**src/hdl/htc_pkg.sv**
```systemverilog
// htc_pkg: widths, codes and constants for the hysteresis thermostat controller
// no dependencies; used by hysteresis_thermostat_controller

package htc_pkg;

    // width that holds the sum of the two thresholds when forming the heater band midpoint
    localparam int TEMP_WIDTH = 13;

    localparam int T_W     = 12;   // temperature and threshold fields
    localparam int MODE_W  = 2;
    localparam int CMD_W   = 2;
    localparam int HOLD_W  = 16;
    localparam int TIME_W  = 32;
    localparam int LEVEL_W = 7;
    localparam int CFG_IDX_W = 2;

    // datapath width for band arithmetic in half sixteenths, with room for signs
    localparam int DW = ((TEMP_WIDTH > T_W + 1) ? TEMP_WIDTH : (T_W + 1)) + 2;
    // width of the scaled dividend (100 times a band offset)
    localparam int NW = DW + LEVEL_W;

    localparam int S_TDATA_W = 64;
    localparam int M_TDATA_W = 24;

    localparam logic [LEVEL_W-1:0] LEVEL_FULL = LEVEL_W'(100);
    localparam logic [LEVEL_W-1:0] LEVEL_ZERO = '0;

    localparam logic [MODE_W-1:0] MODE_AUTO = 2'd0;
    localparam logic [MODE_W-1:0] MODE_ON   = 2'd1;
    localparam logic [MODE_W-1:0] MODE_OFF  = 2'd2;

    localparam logic [CMD_W-1:0] CMD_NONE  = 2'd0;
    localparam logic [CMD_W-1:0] CMD_START = 2'd1;
    localparam logic [CMD_W-1:0] CMD_STOP  = 2'd2;

    localparam logic [CFG_IDX_W-1:0] CFG_MIN_TEMP = 2'd0;
    localparam logic [CFG_IDX_W-1:0] CFG_MAX_TEMP = 2'd1;
    localparam logic [CFG_IDX_W-1:0] CFG_HAS_IDLE = 2'd2;

    localparam logic signed [T_W-1:0] MIN_TEMP_RST = 12'sd320;
    localparam logic signed [T_W-1:0] MAX_TEMP_RST = 12'sd352;

    typedef enum logic [6:0] {
        ST_IDLE  = 7'b0000001,
        ST_EVAL  = 7'b0000010,
        ST_NORM  = 7'b0000100,
        ST_CHECK = 7'b0001000,
        ST_SCALE = 7'b0010000,
        ST_DIV   = 7'b0100000,
        ST_DONE  = 7'b1000000
    } state_t;

endpackage

```
**src/hdl/hysteresis_thermostat_controller.sv**
```systemverilog
// hysteresis_thermostat_controller: thermostat with hysteresis switching, manual modes
// with timeout and proportional drive levels from a bit-serial restoring divider
// depends on htc_pkg
//
//  channel | direction | handshake          | payload
//  --------+-----------+--------------------+--------------------------------------------
//  s_      | in        | s_tvalid/s_tready  | s_tuser func, s_tdata sample or command
//  m_      | out       | m_tvalid/m_tready  | m_tdata commands, levels, flags, mode
//  cfg_    | in        | cfg_valid/cfg_ready| cfg_index register, cfg_data value
//
// one transaction at a time, through idle, eval and done; a drive level adds norm and
// check, and a divided level scale and the divider, which resolves one quotient bit a
// cycle. reset is synchronous, active low; no clearing pass. a finished result sits in the
// output register, so a new input is taken while m_tready is low; a second result then
// waits until the first transaction on m_ completes. cfg_ready is always high.

module hysteresis_thermostat_controller (
    input  logic        aclk,
    input  logic        aresetn,
    input  logic        s_tvalid,
    output logic        s_tready,
    // temperature[11:0], mode_cmd[13:12], hold_seconds[29:14], now_ms[61:30], zero fill
    input  logic [htc_pkg::S_TDATA_W-1:0] s_tdata,
    // func[0]
    input  logic        s_tuser,
    output logic        m_tvalid,
    input  logic        m_tready,
    // heater_cmd[1:0], idle_cmd[3:2], heater_level_valid[4], heater_level[11:5],
    // idle_level_valid[12], idle_level[19:13], heating_now[20], mode_now[22:21], zero fill
    output logic [htc_pkg::M_TDATA_W-1:0] m_tdata,
    input  logic        cfg_valid,
    output logic        cfg_ready,
    input  logic [htc_pkg::CFG_IDX_W-1:0] cfg_index,
    input  logic [htc_pkg::T_W-1:0]       cfg_data
);

    localparam int DW = htc_pkg::DW;
    localparam int NW = htc_pkg::NW;
    localparam int TW = htc_pkg::TEMP_WIDTH;
    localparam int LW = htc_pkg::LEVEL_W;

    htc_pkg::state_t state_reg, state_next;

    // configuration
    logic signed [htc_pkg::T_W-1:0] min_reg, min_next;
    logic signed [htc_pkg::T_W-1:0] max_reg, max_next;
    logic                           idle_unit_reg, idle_unit_next;
    logic signed [DW-1:0]           hband_lo_reg, hband_lo_next;

    // controller state
    logic                          heating_reg, heating_next;
    logic                          manual_reg, manual_next;
    logic [htc_pkg::MODE_W-1:0]    cur_mode_reg, cur_mode_next;
    logic [htc_pkg::MODE_W-1:0]    prev_mode_reg, prev_mode_next;
    logic                          dl_active_reg, dl_active_next;
    logic [htc_pkg::TIME_W-1:0]    dl_ms_reg, dl_ms_next;

    // captured input
    logic                          func_reg, func_next;
    logic signed [htc_pkg::T_W-1:0] temp_reg, temp_next;
    logic [htc_pkg::MODE_W-1:0]    mode_reg, mode_next;
    logic                          hold_nz_reg, hold_nz_next;
    logic [htc_pkg::TIME_W-1:0]    hold_ms_reg, hold_ms_next;
    logic [htc_pkg::TIME_W-1:0]    now_reg, now_next;

    // result under construction
    logic [htc_pkg::CMD_W-1:0]     hcmd_reg, hcmd_next;
    logic [htc_pkg::CMD_W-1:0]     icmd_reg, icmd_next;
    logic                          hval_reg, hval_next;
    logic                          ival_reg, ival_next;
    logic [LW-1:0]                 lvl_reg, lvl_next;

    // level datapath
    logic signed [DW-1:0]          num_reg, num_next;
    logic signed [DW-1:0]          den_reg, den_next;
    logic [NW-1:0]                 rem_reg, rem_next;
    logic [NW-1:0]                 dsr_reg, dsr_next;
    logic [LW-1:0]                 quo_reg, quo_next;
    logic [2:0]                    cnt_reg, cnt_next;

    // output register
    logic                          m_tvalid_reg, m_tvalid_next;
    logic [htc_pkg::M_TDATA_W-1:0] m_tdata_reg, m_tdata_next;

    // decision signals
    logic [htc_pkg::TIME_W-1:0]    elapsed;
    logic                          do_apply;
    logic [htc_pkg::MODE_W-1:0]    apply_mode;
    logic                          apply_hold;
    logic                          d_heating, d_manual, d_dl_active;
    logic [htc_pkg::MODE_W-1:0]    d_cur_mode, d_prev_mode;
    logic [htc_pkg::TIME_W-1:0]    d_dl_ms;
    logic [htc_pkg::CMD_W-1:0]     d_hcmd, d_icmd;
    logic                          d_hval, d_ival;

    logic [htc_pkg::TIME_W-1:0]    hold32;
    logic signed [DW-1:0]          lo2, hi2, t2, blo, thr_sum;
    logic [NW-1:0]                 diff_ext;
    logic [NW-1:0]                 rem_sub;
    logic                          rem_ge;

    assign s_tready  = (state_reg == htc_pkg::ST_IDLE);
    assign cfg_ready = 1'b1;
    assign m_tvalid  = m_tvalid_reg;
    assign m_tdata   = m_tdata_reg;

    // thresholds and temperature doubled, so the band midpoint stays exact
    assign lo2 = {{(DW-htc_pkg::T_W-1){min_reg[htc_pkg::T_W-1]}}, min_reg, 1'b0};
    assign hi2 = {{(DW-htc_pkg::T_W-1){max_reg[htc_pkg::T_W-1]}}, max_reg, 1'b0};
    assign t2  = {{(DW-htc_pkg::T_W-1){temp_reg[htc_pkg::T_W-1]}}, temp_reg, 1'b0};
    assign thr_sum = DW'(min_reg) + DW'(max_reg);
    assign blo = d_hval ? hband_lo_reg : lo2;

    assign hold32   = {{(htc_pkg::TIME_W-htc_pkg::HOLD_W){1'b0}}, s_tdata[29:14]};
    assign diff_ext = {{(NW-DW){1'b0}}, num_reg};
    assign rem_ge   = (rem_reg >= dsr_reg);
    assign rem_sub  = rem_reg - dsr_reg;

    always_comb begin
        hband_lo_next = idle_unit_reg
            ? {{(DW-TW){thr_sum[TW-1]}}, thr_sum[TW-1:0]} : lo2;
    end

    // mode handling and hysteresis decision for the captured item
    always_comb begin
        elapsed    = now_reg - dl_ms_reg;
        do_apply   = func_reg || (manual_reg && dl_active_reg && !elapsed[htc_pkg::TIME_W-1]);
        apply_mode = func_reg ? mode_reg : prev_mode_reg;
        apply_hold = func_reg && hold_nz_reg;

        d_heating   = heating_reg;
        d_manual    = manual_reg;
        d_cur_mode  = cur_mode_reg;
        d_prev_mode = prev_mode_reg;
        d_dl_active = dl_active_reg;
        d_dl_ms     = dl_ms_reg;
        d_hcmd      = htc_pkg::CMD_NONE;
        d_icmd      = htc_pkg::CMD_NONE;
        d_hval      = 1'b0;
        d_ival      = 1'b0;

        if (do_apply) begin
            d_prev_mode = cur_mode_reg;
            case (apply_mode)
                htc_pkg::MODE_AUTO: begin
                    d_manual   = 1'b0;
                    d_cur_mode = htc_pkg::MODE_AUTO;
                end
                htc_pkg::MODE_ON: begin
                    d_heating  = 1'b1;
                    d_hcmd     = htc_pkg::CMD_START;
                    d_manual   = 1'b1;
                    d_cur_mode = htc_pkg::MODE_ON;
                end
                htc_pkg::MODE_OFF: begin
                    d_heating  = 1'b0;
                    d_hcmd     = htc_pkg::CMD_STOP;
                    d_manual   = 1'b1;
                    d_cur_mode = htc_pkg::MODE_OFF;
                end
                default: begin
                    // unrecognised command leaves mode and heating alone
                end
            endcase
            d_dl_active = apply_hold;
            d_dl_ms     = apply_hold ? (now_reg + hold_ms_reg) : '0;
        end

        if (!func_reg) begin
            if (manual_reg) begin
                d_hval = d_heating;
            end else if (heating_reg && (temp_reg >= max_reg)) begin
                d_heating = 1'b0;
                d_hcmd    = htc_pkg::CMD_STOP;
                if (idle_unit_reg) begin
                    d_icmd = htc_pkg::CMD_START;
                end
            end else if (!heating_reg && (temp_reg <= min_reg)) begin
                d_heating = 1'b1;
                d_hcmd    = htc_pkg::CMD_START;
                if (idle_unit_reg) begin
                    d_icmd = htc_pkg::CMD_STOP;
                end
            end else if (heating_reg) begin
                d_hval = 1'b1;
            end else begin
                d_ival = idle_unit_reg;
            end
        end
    end

    always_comb begin
        state_next     = state_reg;
        min_next       = min_reg;
        max_next       = max_reg;
        idle_unit_next = idle_unit_reg;
        heating_next   = heating_reg;
        manual_next    = manual_reg;
        cur_mode_next  = cur_mode_reg;
        prev_mode_next = prev_mode_reg;
        dl_active_next = dl_active_reg;
        dl_ms_next     = dl_ms_reg;
        func_next      = func_reg;
        temp_next      = temp_reg;
        mode_next      = mode_reg;
        hold_nz_next   = hold_nz_reg;
        hold_ms_next   = hold_ms_reg;
        now_next       = now_reg;
        hcmd_next      = hcmd_reg;
        icmd_next      = icmd_reg;
        hval_next      = hval_reg;
        ival_next      = ival_reg;
        lvl_next       = lvl_reg;
        num_next       = num_reg;
        den_next       = den_reg;
        rem_next       = rem_reg;
        dsr_next       = dsr_reg;
        quo_next       = quo_reg;
        cnt_next       = cnt_reg;
        m_tvalid_next  = m_tvalid_reg;
        m_tdata_next   = m_tdata_reg;

        if (cfg_valid) begin
            case (cfg_index)
                htc_pkg::CFG_MIN_TEMP: min_next = cfg_data;
                htc_pkg::CFG_MAX_TEMP: max_next = cfg_data;
                htc_pkg::CFG_HAS_IDLE: idle_unit_next = cfg_data[0];
                default: begin
                end
            endcase
        end

        if (m_tvalid_reg && m_tready) begin
            m_tvalid_next = 1'b0;
        end

        case (state_reg)
            htc_pkg::ST_IDLE: begin
                if (s_tvalid) begin
                    func_next    = s_tuser;
                    temp_next    = s_tdata[11:0];
                    mode_next    = s_tdata[13:12];
                    hold_nz_next = (s_tdata[29:14] != '0);
                    // seconds to milliseconds: 1024 - 16 - 8
                    hold_ms_next = (hold32 << 10) - (hold32 << 4) - (hold32 << 3);
                    now_next     = s_tdata[61:30];
                    state_next   = htc_pkg::ST_EVAL;
                end
            end
            htc_pkg::ST_EVAL: begin
                heating_next   = d_heating;
                manual_next    = d_manual;
                cur_mode_next  = d_cur_mode;
                prev_mode_next = d_prev_mode;
                dl_active_next = d_dl_active;
                dl_ms_next     = d_dl_ms;
                hcmd_next      = d_hcmd;
                icmd_next      = d_icmd;
                hval_next      = d_hval;
                ival_next      = d_ival;
                num_next       = t2 - blo;
                den_next       = hi2 - blo;
                lvl_next       = htc_pkg::LEVEL_ZERO;
                state_next     = (d_hval || d_ival) ? htc_pkg::ST_NORM : htc_pkg::ST_DONE;
            end
            htc_pkg::ST_NORM: begin
                // inverted band: flip both so the ratio keeps its sign
                if (den_reg[DW-1]) begin
                    den_next = -den_reg;
                    num_next = -num_reg;
                end
                state_next = htc_pkg::ST_CHECK;
            end
            htc_pkg::ST_CHECK: begin
                // also covers the zero width band
                if (num_reg <= 0) begin
                    lvl_next   = htc_pkg::LEVEL_FULL;
                    state_next = htc_pkg::ST_DONE;
                end else if (num_reg >= den_reg) begin
                    lvl_next   = htc_pkg::LEVEL_ZERO;
                    state_next = htc_pkg::ST_DONE;
                end else begin
                    num_next   = den_reg - num_reg;
                    state_next = htc_pkg::ST_SCALE;
                end
            end
            htc_pkg::ST_SCALE: begin
                // times 100 as 64 + 32 + 4; quotient is below 100 so 7 bits suffice
                rem_next   = (diff_ext << 6) + (diff_ext << 5) + (diff_ext << 2);
                dsr_next   = {{(NW-DW){1'b0}}, den_reg} << (LW - 1);
                quo_next   = '0;
                cnt_next   = '0;
                state_next = htc_pkg::ST_DIV;
            end
            htc_pkg::ST_DIV: begin
                if (rem_ge) begin
                    rem_next = rem_sub;
                end
                quo_next = {quo_reg[LW-2:0], rem_ge};
                dsr_next = dsr_reg >> 1;
                cnt_next = cnt_reg + 3'd1;
                if (cnt_reg == 3'(LW - 1)) begin
                    lvl_next   = {quo_reg[LW-2:0], rem_ge};
                    state_next = htc_pkg::ST_DONE;
                end
            end
            htc_pkg::ST_DONE: begin
                if (!m_tvalid_reg || m_tready) begin
                    m_tvalid_next = 1'b1;
                    m_tdata_next  = {1'b0, cur_mode_reg, heating_reg,
                                     ival_reg ? lvl_reg : htc_pkg::LEVEL_ZERO, ival_reg,
                                     hval_reg ? lvl_reg : htc_pkg::LEVEL_ZERO, hval_reg,
                                     icmd_reg, hcmd_reg};
                    state_next    = htc_pkg::ST_IDLE;
                end
            end
            default: begin
                state_next = htc_pkg::ST_IDLE;
            end
        endcase
    end

    always_ff @(posedge aclk) begin
        if (!aresetn) begin
            state_reg     <= htc_pkg::ST_IDLE;
            min_reg       <= htc_pkg::MIN_TEMP_RST;
            max_reg       <= htc_pkg::MAX_TEMP_RST;
            idle_unit_reg <= 1'b1;
            heating_reg   <= 1'b0;
            manual_reg    <= 1'b0;
            cur_mode_reg  <= htc_pkg::MODE_AUTO;
            prev_mode_reg <= htc_pkg::MODE_AUTO;
            dl_active_reg <= 1'b0;
            dl_ms_reg     <= '0;
            m_tvalid_reg  <= 1'b0;
        end else begin
            state_reg     <= state_next;
            min_reg       <= min_next;
            max_reg       <= max_next;
            idle_unit_reg <= idle_unit_next;
            heating_reg   <= heating_next;
            manual_reg    <= manual_next;
            cur_mode_reg  <= cur_mode_next;
            prev_mode_reg <= prev_mode_next;
            dl_active_reg <= dl_active_next;
            dl_ms_reg     <= dl_ms_next;
            m_tvalid_reg  <= m_tvalid_next;
        end
    end

    always_ff @(posedge aclk) begin
        hband_lo_reg <= hband_lo_next;
        func_reg     <= func_next;
        temp_reg     <= temp_next;
        mode_reg     <= mode_next;
        hold_nz_reg  <= hold_nz_next;
        hold_ms_reg  <= hold_ms_next;
        now_reg      <= now_next;
        hcmd_reg     <= hcmd_next;
        icmd_reg     <= icmd_next;
        hval_reg     <= hval_next;
        ival_reg     <= ival_next;
        lvl_reg      <= lvl_next;
        num_reg      <= num_next;
        den_reg      <= den_next;
        rem_reg      <= rem_next;
        dsr_reg      <= dsr_next;
        quo_reg      <= quo_next;
        cnt_reg      <= cnt_next;
        m_tdata_reg  <= m_tdata_next;
    end

    // a new result only ever comes out of the final state
    a_load_from_done: assert property (@(posedge aclk) disable iff (!aresetn)
        $rose(m_tvalid_reg) |-> $past(state_reg == htc_pkg::ST_DONE))
        else $error("result loaded outside the final state");

    // a waiting result is never overwritten
    a_no_overwrite: assert property (@(posedge aclk) disable iff (!aresetn)
        (m_tvalid_reg && !m_tready) |=> $stable(m_tdata_reg))
        else $error("stalled result changed");

    // at most one unit is driven per result
    a_one_level: assert property (@(posedge aclk) disable iff (!aresetn)
        m_tvalid_reg |-> !(m_tdata_reg[4] && m_tdata_reg[12]))
        else $error("both drive levels valid");

    // the divider finishes within its step count
    a_div_bound: assert property (@(posedge aclk) disable iff (!aresetn)
        (state_reg == htc_pkg::ST_DIV) |-> (cnt_reg <= 3'(LW - 1)))
        else $error("divider ran past its last step");

    // starting the heater always leaves heating set
    a_start_heats: assert property (@(posedge aclk) disable iff (!aresetn)
        (state_reg == htc_pkg::ST_EVAL && d_hcmd == htc_pkg::CMD_START) |=> heating_reg)
        else $error("heater started without heating flag");

endmodule

```
**config.mk**
```make
export PLATFORM = sky130hd
export DESIGN_NAME = hysteresis_thermostat_controller
export DESIGN_NICKNAME = d
export VERILOG_FILES = /design/src/hdl/htc_pkg.sv /design/src/hdl/hysteresis_thermostat_controller.sv
export SDC_FILE = /design/constraint.sdc
export NUM_CORES = 1
export LEC_CHECK = 0
export BUFFER_PORTS_ARGS = -buffer_cell sky130_fd_sc_hd__buf_2
export CORE_UTILIZATION = 58
export CTS_BUF_LIST = sky130_fd_sc_hd__clkbuf_16
export DETAILED_ROUTE_END_ITERATION = 10
export PLACE_DENSITY = 0.74
export SYNTH_ARGS = -nofsm -noshare
export SYNTH_HDL_FRONTEND = slang
export SYNTH_SLANG_ARGS = --single-unit
```
**constraint.sdc**
```tcl
create_clock -name aclk -period 9.8 [get_ports aclk]
set_clock_uncertainty 0.15 [all_clocks]
set_input_delay 1.96 -clock aclk [delete_from_list [all_inputs] [get_ports aclk]]
set_output_delay 1.96 -clock aclk [all_outputs]
set_load 0.01 [all_outputs]
```
==> impl_results.md <==
* Post-layout nets at 2375
* CTS max path bufs at 3
* Area leader, netlist: edfxtp_1
* Antenna violations before repair at 0
* WL/cell at between 15 and 20 um
* Placer Congestion at approximately 0.9
* Die area at 33300 sq um
* Endpoints failing setup at 0
* CTS tree: done
* CTS resizes at 0
* Register bit total from synthesis at 276
* ANT cells at 0
* Crit end category: flip-flop
* H-tree level count at 1
* Final max-slew violation count at 0
* Lkg Pwr at about 8.6 nW
* DRC violations left at 0
* Post-synth EDFFs at 191
* Rows at 65
* Fin cells at between 2000 and 3000
* DP Wirelength at 32000 um
* Hold/Removal Path Class: reg -> reg
* Grt met1 use at 0.348
* ANT nets after route at 0
* Post-synth cell types at 70
* Final Hold Vio Count at 0
* Kind of start point of the critical path: flip-flop
* Slowest cell delay on critical path at ~0.55 ns
* Async set-reset flop share out of synthesis at 0
* Pin count of the biggest net entering global routing at between 70 and 80
* Fmax at about 0.15 GHz
* Mean Syn Cell Area at 9.65 sq um
* WP buf/inv at 1
* GR Overflow Total at 0
* Status: finished, final reports clean
* CTS clk-pin slew, worst paths at about 0.07 ns
* Setup WS pre-CTS at 3.04 ns
* Fraction of layout cells with a size suffix above 1 at 0.0918
* Inserted Clock Buffers at 30
* Die X at 182 um
* Arr. time, crit path at 6.91 ns
* Mapped Area at 18900 sq um
* Initial drt markers at 710
* Final Worst Setup Slack at 3.04 ns
* Slowest CP cell: or4b_1
* Post-cts hold buffer count at 0
* Total Wirelength at approximately 42000 um
* Die span in y at 182 um
* Mapped Nets at 2275
* Setup Buffers After CTS at 0
* Initial core utilization at 0.594
* Core Area at 31800 sq um
* Vias per cell at between 5 and 6
* Total power after layout at roughly 3.6 mW
* RSZ-0062 raised after global routing: false
* Top area cells in the synthesized netlist: edfxtp_1 (30%), ha_1 (14%), dfxtp_1 (9.0%), xnor2_1 (5.1%), a21oi_1 (3.7%)
* Crit-path leading delay family: simple AND/OR/NAND/NOR gates
* Setup TNS at 0 ns
* Syn Inst Count at about 2000
* Yosys warns at 0
* Drt first pass iters at 5
* Placed Cells incl. Taps at approximately 2500
* Most frequent cells in the layout: ha_1 (216), edfxtp_1 (191), inv_1 (180)
* Met2 Usage GRT at 0.434
* Worst Path Required at 9.95 ns
* Busiest grt layer: met2
* Most common cell after layout, fill and taps aside: ha_1
* Wire length of the first global-routing pass at 69300 um
* Fin crit period at 6.76 ns
* Port Buffers at around 110
* Crit path max fanout at 12
* Max VDD drop at 0.181 mV
* Post-synth top area share at 0.304
* Synth-to-Final Area Change at 10.9%
* Clock Latency Late Sink at 0.57 ns
* Clock sinks at roughly 280
* Met3 GRT Util at 0.0261
* Root buffer cell: clkbuf_16
* Pwr Density at 170 nW/um^2
* Total GRT Usage at 0.256
* Register area share after synthesis at 0.394
* Final period utilization at 0.690
* Slew of the pin with the lowest slew margin at about 1.1 ns
* MaxCap Viol Count at 0
* Vias at approximately 14000
* Number of global-route vias before repair at 14200
* Worst relative slew slack at 0.255
* # IOs at 111
* CP Class: reg -> reg
* Post-synth top flop: edfxtp_1
==> cells in the mapped netlist (all sizes together) (40+ instances only) <==
master  count
o21ai     117
nor2       90
a21oi     140
clkbuf     43
dfxtp      85
a21o       57
edfxtp    191
inv       177
ha        216
nand3      40
nor2b      66
xnor2     109
xor2       45
nand2     161
==> cell type report <==
cell class	instances	area (sq um)
inverters	178	668
fillers	2568	10900
clock inverters	23	239
repair buffers	116	606
clock buffers	33	826
flip-flops and latches	276	7440
multi-input cells	1455	10600
well taps	435	544
==> per-stage QoR <==
| stage | hold slack (ns) | cell area [sq um] | utilization |
|---|---|---|---|
| after detailed placement | 0.262 | 19900 | 0.625 |
| final | 0.277 | 20900 | 0.658 |
| after global placement | 0.257 | 19900 | 0.625 |
| after CTS | 0.278 | 20900 | 0.658 |
| after global routing | 0.305 | 20900 | 0.658 |
| after floorplan | 0.250 | 18900 | - |
==> path summary, 6_finish.rpt <==
| kind | cells after the start | slack, ns | endpoint | start |
|---|---|---|---|---|
| hold / removal | 0 | 0.28 | m_tdata[2] | icmd_reg[0] |
| setup reg to reg | 25 | 3.04 | den_reg[11] | now_reg[29] |
| setup / recovery | 25 | 3.04 | den_reg[11] | now_reg[29] |
| hold reg to reg | 0 | 0.28 | m_tdata[2] | icmd_reg[0] |
==> power by group <==
part	switching (mW)	total (mW)	internal [mW]
clock network	0.483	1.20	0.714
logic	0.523	0.927	0.405
registers	0.0645	1.43	1.36
==> routing by layer <==
layer | part of all wire | vias to the layer above | wire length (um)
met2 | 0.46 | 329 | 19400
met1 | 0.47 | 6716 | 19900
met5 | 0 | - | 0
li1 | - | 7213 | -
met4 | 0.028 | 0 | 1190
met3 | 0.038 | 67 | 1600
==> kinds of logic after synthesis <==
| family | count (synthesis) | share of synthesized area |
|---|---|---|
| AOI/OAI and AO/OA | 510 | 0.172 |
| xor gates and xnor gates | 154 | 0.0714 |
| DFF | 276 | 0.394 |
| muxes | 22 | 0.0119 |
| adders and majority gates | 236 | 0.163 |
| buffers and inverters | 226 | 0.0453 |
| and+or+nand+nor | 531 | 0.142 |
| other | 2 | 0.000398 |
==> worst reg2reg max path, stage by stage, from the launching register on <==
cell and delay, ns:
edfxtp_1 0.41, ha_1 0.32, nand4_1 0.19, or3_1 0.20, a21oi_1 0.06, or4b_1 0.55
a2111o_1 0.41, nand3_1 0.10, mux2i_1 0.11, o32ai_4 0.38, buf_4 0.33, mux2i_1 0.31
ha_1 0.31, a211oi_1 0.25, nand2_1 0.12, nor4b_1 0.53, and3_1 0.23, o211ai_1 0.09
nand3_1 0.11, nor3_1 0.07, a31o_2 0.28, a31o_2 0.26, maj3_2 0.32, a21oi_1 0.18
xnor2_1 0.10, o2bb2ai_1 0.13
Note: power is estimated with default switching activity, not from simulation.
